`src/rtl/nsfcc_pkg.sv`:
```
`timescale 1ns / 1ps

package nsfcc_pkg;

   localparam int FLAG_W = 16;
   localparam int CNT_W  = 4;
   localparam int CMD_W  = 8;
   localparam int TIME_W = 32;
   // Whole seconds of a 32-bit millisecond time fit in 22 bits of magnitude.
   localparam int QUO_W  = 22;
   localparam int SEC_W  = QUO_W + 1;
   localparam int LAST_W = 16;

   localparam logic [CNT_W-1:0] CNT_MAX = 4'hF;
   localparam int unsigned MS_PER_SEC = 1000;
   // floor(2^40 / 1000); the estimate is low by at most one.
   localparam int RECIP_SHIFT = 40;
   localparam logic [30:0] RECIP = 31'd1099511627;

   // Flag bit positions.
   localparam int F_OFF      = 0;
   localparam int F_STANDBY  = 1;
   localparam int F_ACTIVE   = 2;
   localparam int F_PRECLAIM = 3;
   localparam int F_CLAIM    = 4;
   localparam int F_CLAIMED  = 5;
   localparam int F_FALSEALV = 6;
   localparam int F_CAUSED   = 7;
   localparam int F_AFFECTED = 8;

   localparam logic [FLAG_W-1:0] M_OFF_SB = 16'h0003;
   localparam logic [FLAG_W-1:0] M_ACTIVE = 16'h0004;
   localparam logic [FLAG_W-1:0] M_CLAIM_GROUP = 16'h0078;

   // Counter command codes.
   localparam logic signed [CMD_W-1:0] CMD_DEC = -8'sd3;
   localparam logic signed [CMD_W-1:0] CMD_INC = -8'sd2;
   localparam logic signed [CMD_W-1:0] CMD_REQ = -8'sd1;

   typedef enum logic [2:0] {
      OP_SET_FLAGS = 3'd0,
      OP_CLAIM     = 3'd1,
      OP_ALIVE     = 3'd2,
      OP_CAUSED    = 3'd3,
      OP_AFFECTED  = 3'd4
   } op_type;

   typedef struct packed {
      op_type                   op;
      logic [FLAG_W-1:0]        flags_in;
      logic                     clear_old;
      logic signed [CMD_W-1:0]  count_cmd;
   } cmd_type;

   typedef struct packed {
      logic [FLAG_W-1:0] flags;
      logic [CNT_W-1:0]  count;
      logic [LAST_W-1:0] last;
   } conf_type;

endpackage

```
`src/rtl/nsfcc_sec_div.sv`:
```
`timescale 1ns / 1ps

// Three-stage pipeline that turns a signed millisecond time into whole
// seconds, truncated toward zero, and carries the command alongside.
module nsfcc_sec_div import nsfcc_pkg::*; (
   input  logic                     clock,
   input  logic                     reset,
   input  logic                     in_valid,
   output logic                     in_ready,
   input  cmd_type                  in_cmd,
   input  logic signed [TIME_W-1:0] in_time,
   output logic                     out_valid,
   input  logic                     out_ready,
   output cmd_type                  out_cmd,
   output logic signed [SEC_W-1:0]  out_sec
);

   logic v1_ff, v1_in, v2_ff, v2_in, v3_ff, v3_in;
   logic en1, en2, en3;

   cmd_type             cmd1_ff, cmd2_ff, cmd3_ff;
   logic                neg1_ff, neg2_ff;
   logic [TIME_W-1:0]   mag1_ff, mag1_in, mag2_ff;
   logic [QUO_W-1:0]    quo2_ff;
   logic signed [SEC_W-1:0] sec3_ff, sec3_in;

   logic [62:0]         prod;
   logic [TIME_W-1:0]   rem;
   logic [QUO_W-1:0]    quo;

   assign en3 = !v3_ff || out_ready;
   assign en2 = !v2_ff || en3;
   assign en1 = !v1_ff || en2;
   assign in_ready = en1;

   assign v1_in = en1 ? in_valid : v1_ff;
   assign v2_in = en2 ? v1_ff : v2_ff;
   assign v3_in = en3 ? v2_ff : v3_ff;

   assign mag1_in = in_time[TIME_W-1] ? TIME_W'(-in_time) : TIME_W'(in_time);

   assign prod = 63'(mag1_ff) * 63'(RECIP);

   // The estimate from the reciprocal is at most one short of the quotient.
   always_comb begin
      rem = mag2_ff - TIME_W'(TIME_W'(quo2_ff) * TIME_W'(MS_PER_SEC));
      quo = (rem >= TIME_W'(MS_PER_SEC)) ? quo2_ff + QUO_W'(1) : quo2_ff;
      sec3_in = neg2_ff ? -$signed({1'b0, quo}) : $signed({1'b0, quo});
   end

   always_ff @(posedge clock) begin
      if (reset) begin
         v1_ff <= 1'b0;
         v2_ff <= 1'b0;
         v3_ff <= 1'b0;
      end else begin
         v1_ff <= v1_in;
         v2_ff <= v2_in;
         v3_ff <= v3_in;
      end
   end

   always_ff @(posedge clock) begin
      if (en1) begin
         cmd1_ff <= in_cmd;
         neg1_ff <= in_time[TIME_W-1];
         mag1_ff <= mag1_in;
      end
      if (en2) begin
         cmd2_ff <= cmd1_ff;
         neg2_ff <= neg1_ff;
         mag2_ff <= mag1_ff;
         quo2_ff <= prod[RECIP_SHIFT+QUO_W-1:RECIP_SHIFT];
      end
      if (en3) begin
         cmd3_ff <= cmd2_ff;
         sec3_ff <= sec3_in;
      end
   end

   assign out_valid = v3_ff;
   assign out_cmd   = cmd3_ff;
   assign out_sec   = sec3_ff;

endmodule

```
`src/rtl/node_state_flags_and_conflict_counters.sv`:
```
`timescale 1ns / 1ps
// Throughput: one beat per cycle unless the result side stalls. The seconds
// divider runs in three pipeline stages ahead of a single stage that updates
// the flags and counters, and each request beat passes through all of them.
// Reset (synchronous, active high) clears the flag word, all counters, both
// stored seconds and every valid bit; the block is ready in the next cycle.
module node_state_flags_and_conflict_counters import nsfcc_pkg::*; (
   input  logic        clock,
   input  logic        reset,
   input  logic        req_tvalid,
   output logic        req_tready,
   // [15:0] flags_in, [16] clear_old, [24:17] count_cmd, [56:25] time_ms
   input  logic [63:0] req_tdata,
   // [2:0] op
   input  logic [2:0]  req_tuser,
   output logic        rsp_tvalid,
   input  logic        rsp_tready,
   // [15:0] flags_out, [19:16] count_out
   output logic [23:0] rsp_tdata
);

   cmd_type                 in_cmd, d_cmd;
   logic                    d_valid, d_ready, take;
   logic signed [SEC_W-1:0] d_sec;

   logic [FLAG_W-1:0] flag_ff, flag_in;
   logic [CNT_W-1:0]  claim_ff, claim_in, alive_ff, alive_in;
   logic [CNT_W-1:0]  caused_ff, caused_in, affected_ff, affected_in;
   logic [LAST_W-1:0] caused_sec_ff, caused_sec_in, affected_sec_ff, affected_sec_in;
   logic              rsp_valid_ff, rsp_valid_in;
   logic [FLAG_W-1:0] rsp_flags_ff;
   logic [CNT_W-1:0]  rsp_count_ff, count_in;
   conf_type          conf;

   function automatic logic [FLAG_W-1:0] apply_flags(input logic [FLAG_W-1:0] w_old,
                                                     input logic [FLAG_W-1:0] f,
                                                     input logic replace);
      logic [FLAG_W-1:0] w;
      w = replace ? f : w_old;
      if ((f & (M_ACTIVE | M_CLAIM_GROUP)) != '0) begin
         w = w & ~M_OFF_SB;
         if ((f & M_CLAIM_GROUP) != '0) begin
            w = w & ~M_CLAIM_GROUP;
         end
         w = w | M_ACTIVE;
      end
      if ((f & M_OFF_SB) != '0) begin
         w = w & ~(M_OFF_SB | M_ACTIVE);
      end
      return w | f;
   endfunction

   function automatic conf_type conflict_op(input logic signed [CMD_W-1:0] cmd,
                                            input logic signed [SEC_W-1:0] sec,
                                            input logic [FLAG_W-1:0] flags,
                                            input logic [CNT_W-1:0] cnt,
                                            input logic [LAST_W-1:0] last,
                                            input logic [FLAG_W-1:0] flag_mask);
      conf_type r;
      r.flags = flags;
      r.count = cnt;
      r.last  = last;
      if (cmd == CMD_INC) begin
         r.last = sec[LAST_W-1:0];
         if (cnt != CNT_MAX) begin
            r.count = cnt + CNT_W'(1);
         end
      end else if (cmd == CMD_DEC) begin
         // The stored second is compared sign-extended against the full quotient.
         if (cnt != '0 && sec != $signed({{(SEC_W-LAST_W){last[LAST_W-1]}}, last})) begin
            r.count = cnt - CNT_W'(1);
         end
      end else if (cmd != CMD_REQ) begin
         if (cmd > 0) begin
            r.flags = apply_flags(flags, flag_mask, 1'b0);
         end else begin
            r.flags = flags & ~flag_mask;
         end
         if (!cmd[CMD_W-1] && cmd < $signed({4'b0, CNT_MAX})) begin
            r.count = cmd[CNT_W-1:0];
         end
      end
      return r;
   endfunction

   assign in_cmd.op        = op_type'(req_tuser);
   assign in_cmd.flags_in  = req_tdata[15:0];
   assign in_cmd.clear_old = req_tdata[16];
   assign in_cmd.count_cmd = $signed(req_tdata[24:17]);

   nsfcc_sec_div u_sec_div (
      .clock     (clock),
      .reset     (reset),
      .in_valid  (req_tvalid),
      .in_ready  (req_tready),
      .in_cmd    (in_cmd),
      .in_time   ($signed(req_tdata[56:25])),
      .out_valid (d_valid),
      .out_ready (d_ready),
      .out_cmd   (d_cmd),
      .out_sec   (d_sec)
   );

   assign d_ready = !rsp_valid_ff || rsp_tready;
   assign take    = d_valid && d_ready;

   always_comb begin
      flag_in         = flag_ff;
      claim_in        = claim_ff;
      alive_in        = alive_ff;
      caused_in       = caused_ff;
      affected_in     = affected_ff;
      caused_sec_in   = caused_sec_ff;
      affected_sec_in = affected_sec_ff;
      count_in        = '0;
      conf            = conflict_op(d_cmd.count_cmd, d_sec, flag_ff, caused_ff,
                                    caused_sec_ff, FLAG_W'(1) << F_CAUSED);
      case (d_cmd.op)
         OP_SET_FLAGS: begin
            flag_in = apply_flags(flag_ff, d_cmd.flags_in, d_cmd.clear_old);
         end
         OP_CLAIM: begin
            if (!d_cmd.count_cmd[CMD_W-1]) begin
               flag_in  = apply_flags(flag_ff, FLAG_W'(1) << F_CLAIM, 1'b0);
               claim_in = d_cmd.count_cmd[CNT_W-1:0];
            end
            count_in = flag_in[F_CLAIM] ? claim_in : '0;
         end
         OP_ALIVE: begin
            if (d_cmd.count_cmd == CMD_INC) begin
               if (alive_ff != CNT_MAX) alive_in = alive_ff + CNT_W'(1);
            end else if (d_cmd.count_cmd == CMD_DEC) begin
               if (alive_ff != '0) alive_in = alive_ff - CNT_W'(1);
            end else if (!d_cmd.count_cmd[CMD_W-1] &&
                         d_cmd.count_cmd < $signed({4'b0, CNT_MAX})) begin
               alive_in = d_cmd.count_cmd[CNT_W-1:0];
            end
            count_in = flag_ff[F_FALSEALV] ? alive_in : '0;
         end
         OP_CAUSED: begin
            flag_in       = conf.flags;
            caused_in     = conf.count;
            caused_sec_in = conf.last;
            count_in      = flag_in[F_CAUSED] ? caused_in : '0;
         end
         OP_AFFECTED: begin
            conf            = conflict_op(d_cmd.count_cmd, d_sec, flag_ff, affected_ff,
                                          affected_sec_ff, FLAG_W'(1) << F_AFFECTED);
            flag_in         = conf.flags;
            affected_in     = conf.count;
            affected_sec_in = conf.last;
            count_in        = flag_in[F_AFFECTED] ? affected_in : '0;
         end
         default: begin
            count_in = '0;
         end
      endcase
   end

   assign rsp_valid_in = take ? 1'b1 : (rsp_tready ? 1'b0 : rsp_valid_ff);

   always_ff @(posedge clock) begin
      if (reset) begin
         flag_ff         <= '0;
         claim_ff        <= '0;
         alive_ff        <= '0;
         caused_ff       <= '0;
         affected_ff     <= '0;
         caused_sec_ff   <= '0;
         affected_sec_ff <= '0;
         rsp_valid_ff    <= 1'b0;
      end else begin
         rsp_valid_ff <= rsp_valid_in;
         if (take) begin
            flag_ff         <= flag_in;
            claim_ff        <= claim_in;
            alive_ff        <= alive_in;
            caused_ff       <= caused_in;
            affected_ff     <= affected_in;
            caused_sec_ff   <= caused_sec_in;
            affected_sec_ff <= affected_sec_in;
         end
      end
   end

   always_ff @(posedge clock) begin
      if (take) begin
         rsp_flags_ff <= flag_in;
         rsp_count_ff <= count_in;
      end
   end

   assign rsp_tvalid = rsp_valid_ff;
   assign rsp_tdata  = {4'b0, rsp_count_ff, rsp_flags_ff};

endmodule

```
`config.mk`:
```
export PLATFORM = sky130hd
export DESIGN_NAME = node_state_flags_and_conflict_counters
export DESIGN_NICKNAME = d
export VERILOG_FILES = /design/src/rtl/nsfcc_pkg.sv /design/src/rtl/nsfcc_sec_div.sv /design/src/rtl/node_state_flags_and_conflict_counters.sv
export SDC_FILE = /design/constraint.sdc
export NUM_CORES = 2
export LEC_CHECK = 0
export BUFFER_PORTS_ARGS = -buffer_cell sky130_fd_sc_hd__buf_2
export CORE_ASPECT_RATIO = 1.75
export CORE_MARGIN = 10
export CORE_UTILIZATION = 55
export DETAILED_ROUTE_END_ITERATION = 8
export HOLD_SLACK_MARGIN = 0.15
export PLACE_DENSITY = 0.71
export SYNTH_ARGS = -nofsm -noshare
export SYNTH_HDL_FRONTEND = slang
export SYNTH_SLANG_ARGS = --single-unit
```
`constraint.sdc`:
```
create_clock -name clock -period 15.2 [get_ports clock]
set_clock_uncertainty 0.15 [all_clocks]
set_input_delay 4.56 -clock clock [delete_from_list [all_inputs] [get_ports clock]]
set_output_delay 4.56 -clock clock [all_outputs]
set_load 0.01 [all_outputs]
```
==> summary.md <==
| Metric | Value |
|---|---|
| DPL Wire Length | 71.0 mm |
| Number of sinks on the clock net | 280 |
| Worst Hold Slack | 0.260 ns |
| Number of vias per cell after detailed routing | 5.66 |
| Master cell of the clock root buffer | clkbuf_16 |
| Number of nets in the finished design | 4,175 |
| Warnings, synthesis | 0 |
| Total of max-cap violations | 0 |
| Sequential cell area fraction in the yosys report | 23.8% |
| Number of buffers between clock root and the deepest sink | 3 |
| Number of enable-type register cells in the synthesized netlist | 212 |
| Count of TritonRoute iterations in the first routing pass | 6 |
| Die Height | 341 um |
| Placed cell areas | 33,700 um^2 |
| Most area-hungry cell type in the Yosys netlist | fa_1 |
| GR Overflow Total | 0 |
| Setup tns final | 0 ns |
| Number of antenna violations at the first check in global routing | 0 |
| H-tree lvl count | 1 |
| GRT met2 Usage | 47.5% |
| Antenna-violating nets left | 0 |
| Cell area after technology mapping | 32,400 um^2 |
| Final worst-path cycle share | 72.7% |
| Critical path fanouts, max | 28 |
| Core area | 58,300 um^2 |
| Most Used Layer, Global Route | met2 |
| Detailed-route wire length | 84.2 mm |
| Slew at the pin closest to its max-slew limit | 1.14 ns |
| Antenna cells | 0 |
| Max Clk Rate | 90.5 MHz |
| Post-synth cell types | 90 |
| Worst endpoint data arrival time | 11.22 ns |
| Iteration-0 DRC Markers | 1,064 |
| Nature of the critical path startpoint | register |
| Result of the run | completed |
| Yosys reg bits | 280 |
| Largest net degree at the start of global routing | 75 |
| Top cells by area, synth | fa_1 (25%), edfxtp_1 (20%), ha_1 (19%), inv_1 (8.1%), dfxtp_1 (4.2%) |
| CTS clk-pin slew, worst paths | 0.07 ns |
| Global-route total usage across every layer | 24.7% |
| Number of pins with negative max-slew slack in the final report | 0 |
| Mean area per synthesized cell | 10.4 um^2 |
| CP endpoint kind | register |
| GR Layer Usage met1 | 23.3% |
| Max-slew headroom | 22.9% |
| CTS tree | built |
| Required time of the worst setup path | 15.38 ns |
| Die Area | 69,400 um^2 |
| Worst path most repeated cell | o21ai_0 |
| Num rows | 117 |
| Met3 Usage GRT | 2.23% |
| Minimum setup slack among reg-to-reg paths | 4.16 ns |
| Util after Layout | 59.4% |
| Post-CTS Resized | 0 |
| Clock latency on the worst-skew pair | 0.59 ns |
| Global-route wire length before repair | 133 mm |
| Critical Path Slowest Stage Cell | edfxtp_1 |
| CP max stage delay | 0.72 ns |
| Asr flop ratio synth | 0% |
| Post-route standard cell area excluding fillers | 34,600 um^2 |
| Post-synth top area share | 25.0% |
| Chip width | 203 um |
| Top cell types by occurrence after synthesis | inv_1 (696), ha_1 (499), fa_1 (405), edfxtp_1 (212), nand2_1 (153) |
| Min-Delay Path Class | register to register |
| WL per Instance | 21.1 um |
| Starting density of the core | 55.6% |
| Placer Congestion | 0.979 |
| Count of buffers inserted at the top-level ports | 85 |
| # hold bufs at CTS | 0 |
| Number of setup violations in the final report | 0 |
| Shortest clock period the worst path allows after layout | 11.04 ns |
| Synthesis-to-layout area growth | 6.76% |
| Number of global-route vias before repair | 24,700 |
| Buffers inserted by post-CTS timing repair | 0 |
| Total I/O pin count | 97 |
| Share of post-route cells with drive strength above 1 | 5.50% |
| Leading register cell type out of synthesis | edfxtp_1 |
| Num CTS Buffers | 27 |
| Type of the worst setup path | register to register |
| Most instantiated library cell after synthesis | inv_1 |
| Via total after detailed routing | 22,600 |
| Number of remaining DRC errors | 0 |
| Unrepaired setup endpoints after global routing | no |
| Final hold violation count | 0 |
| Count of mapped cells out of synthesis | 3,125 |
layout make-up:
class,count,area (um^2)
Timing Repair Buffer,103,561
Multi-Input combinational cell,2091,21800
Inverter,697,2620
Clock inverter,15,158
Clock buffer,35,736
Tap cell,773,967
Fill cell,4945,23700
Sequential cell,280,7730
routing by layer:
layer	up-vias	part of all wire, %
met5	-	0
met4	0	9.4
met3	293	3.0
met2	638	55
met1	11100	33
li1	10500	-
per-stage QoR:
| step | worst slack, ns | std cells |
|---|---|---|
| 2_1_floorplan | 4.28 | 3128 |
| 4_1_cts | 4.25 | 3994 |
| 3_5_place_dp | 4.31 | 3944 |
| 3_3_place_gp | 4.53 | 3944 |
| 6_report | 4.16 | 3994 |
| 5_1_grt | 3.38 | 3994 |
state kept, by name, summed over array words and instances (netlist names), 22 cells and up:
register and count:
u_sec_div.mag1_ff 32, u_sec_div.out_sec 23, u_sec_div.cmd2_ff 28, u_sec_div.mag2_ff 29
u_sec_div.cmd1_ff 28, u_sec_div.out_cmd 28, u_sec_div.quo2_ff 22
critical path, delay by kind of cell, from the launching register on:
kind / cells / cell delay, ns
AND/OR/NAND/NOR: 5 / 1.77
buffers and inverters: 3 / 0.42
multiplexers: 3 / 0.96
AO/OA/AOI/OAI: 16 / 3.31
flip-flops: 1 / 0.72
adder cells (fa/ha/maj): 7 / 3.08
XOR/XNOR: 2 / 0.33
logic make-up (layout without fill, tap and decap cells):
logic type | count (synthesis) | count (layout) | share of synthesized area (%)
simple gates | 530 | 530 | 8.10
compound gates | 450 | 450 | 9.22
mux | 42 | 42 | 1.30
buf+inv | 757 | 850 | 8.88
xor+xnor | 161 | 161 | 4.35
fa+ha+maj | 904 | 904 | 44.3
other cells | 1 | 4 | 0.0116
flops | 280 | 280 | 23.8
cell usage in the layout, fill, tap and decap left out, types with 19 or more instances in the layout:
cell type and instances:
dfxtp_1 68, nand4_1 19, inv_1 695, clkbuf_16 27
mux2i_1 40, nand2_1 151, o21ai_0 88, ha_1 499
and3_1 19, edfxtp_1 212, xnor2_1 109, nand3_1 44
nor3_1 34, fa_1 405, buf_2 85, a21oi_1 138
a21o_1 32, o211ai_1 19, nand2b_1 26, xor2_1 52
nor2_1 119
worst paths after layout:
kind / cells after the start / start / endpoint
min: 0 / u_sec_div.cmd2_ff[16]$_DFFE_PP_ / u_sec_div.out_cmd[16]$_DFFE_PP_
max reg2reg: 36 / u_sec_div.quo2_ff[0]$_DFFE_PP_ / u_sec_div.out_sec[16]$_DFFE_PP_
min reg2reg: 0 / u_sec_div.cmd2_ff[16]$_DFFE_PP_ / u_sec_div.out_cmd[16]$_DFFE_PP_
max: 36 / u_sec_div.quo2_ff[0]$_DFFE_PP_ / u_sec_div.out_sec[16]$_DFFE_PP_
Power is not shown: default switching activity piles up to over one toggle a cycle in this logic, so the estimate is an artifact.
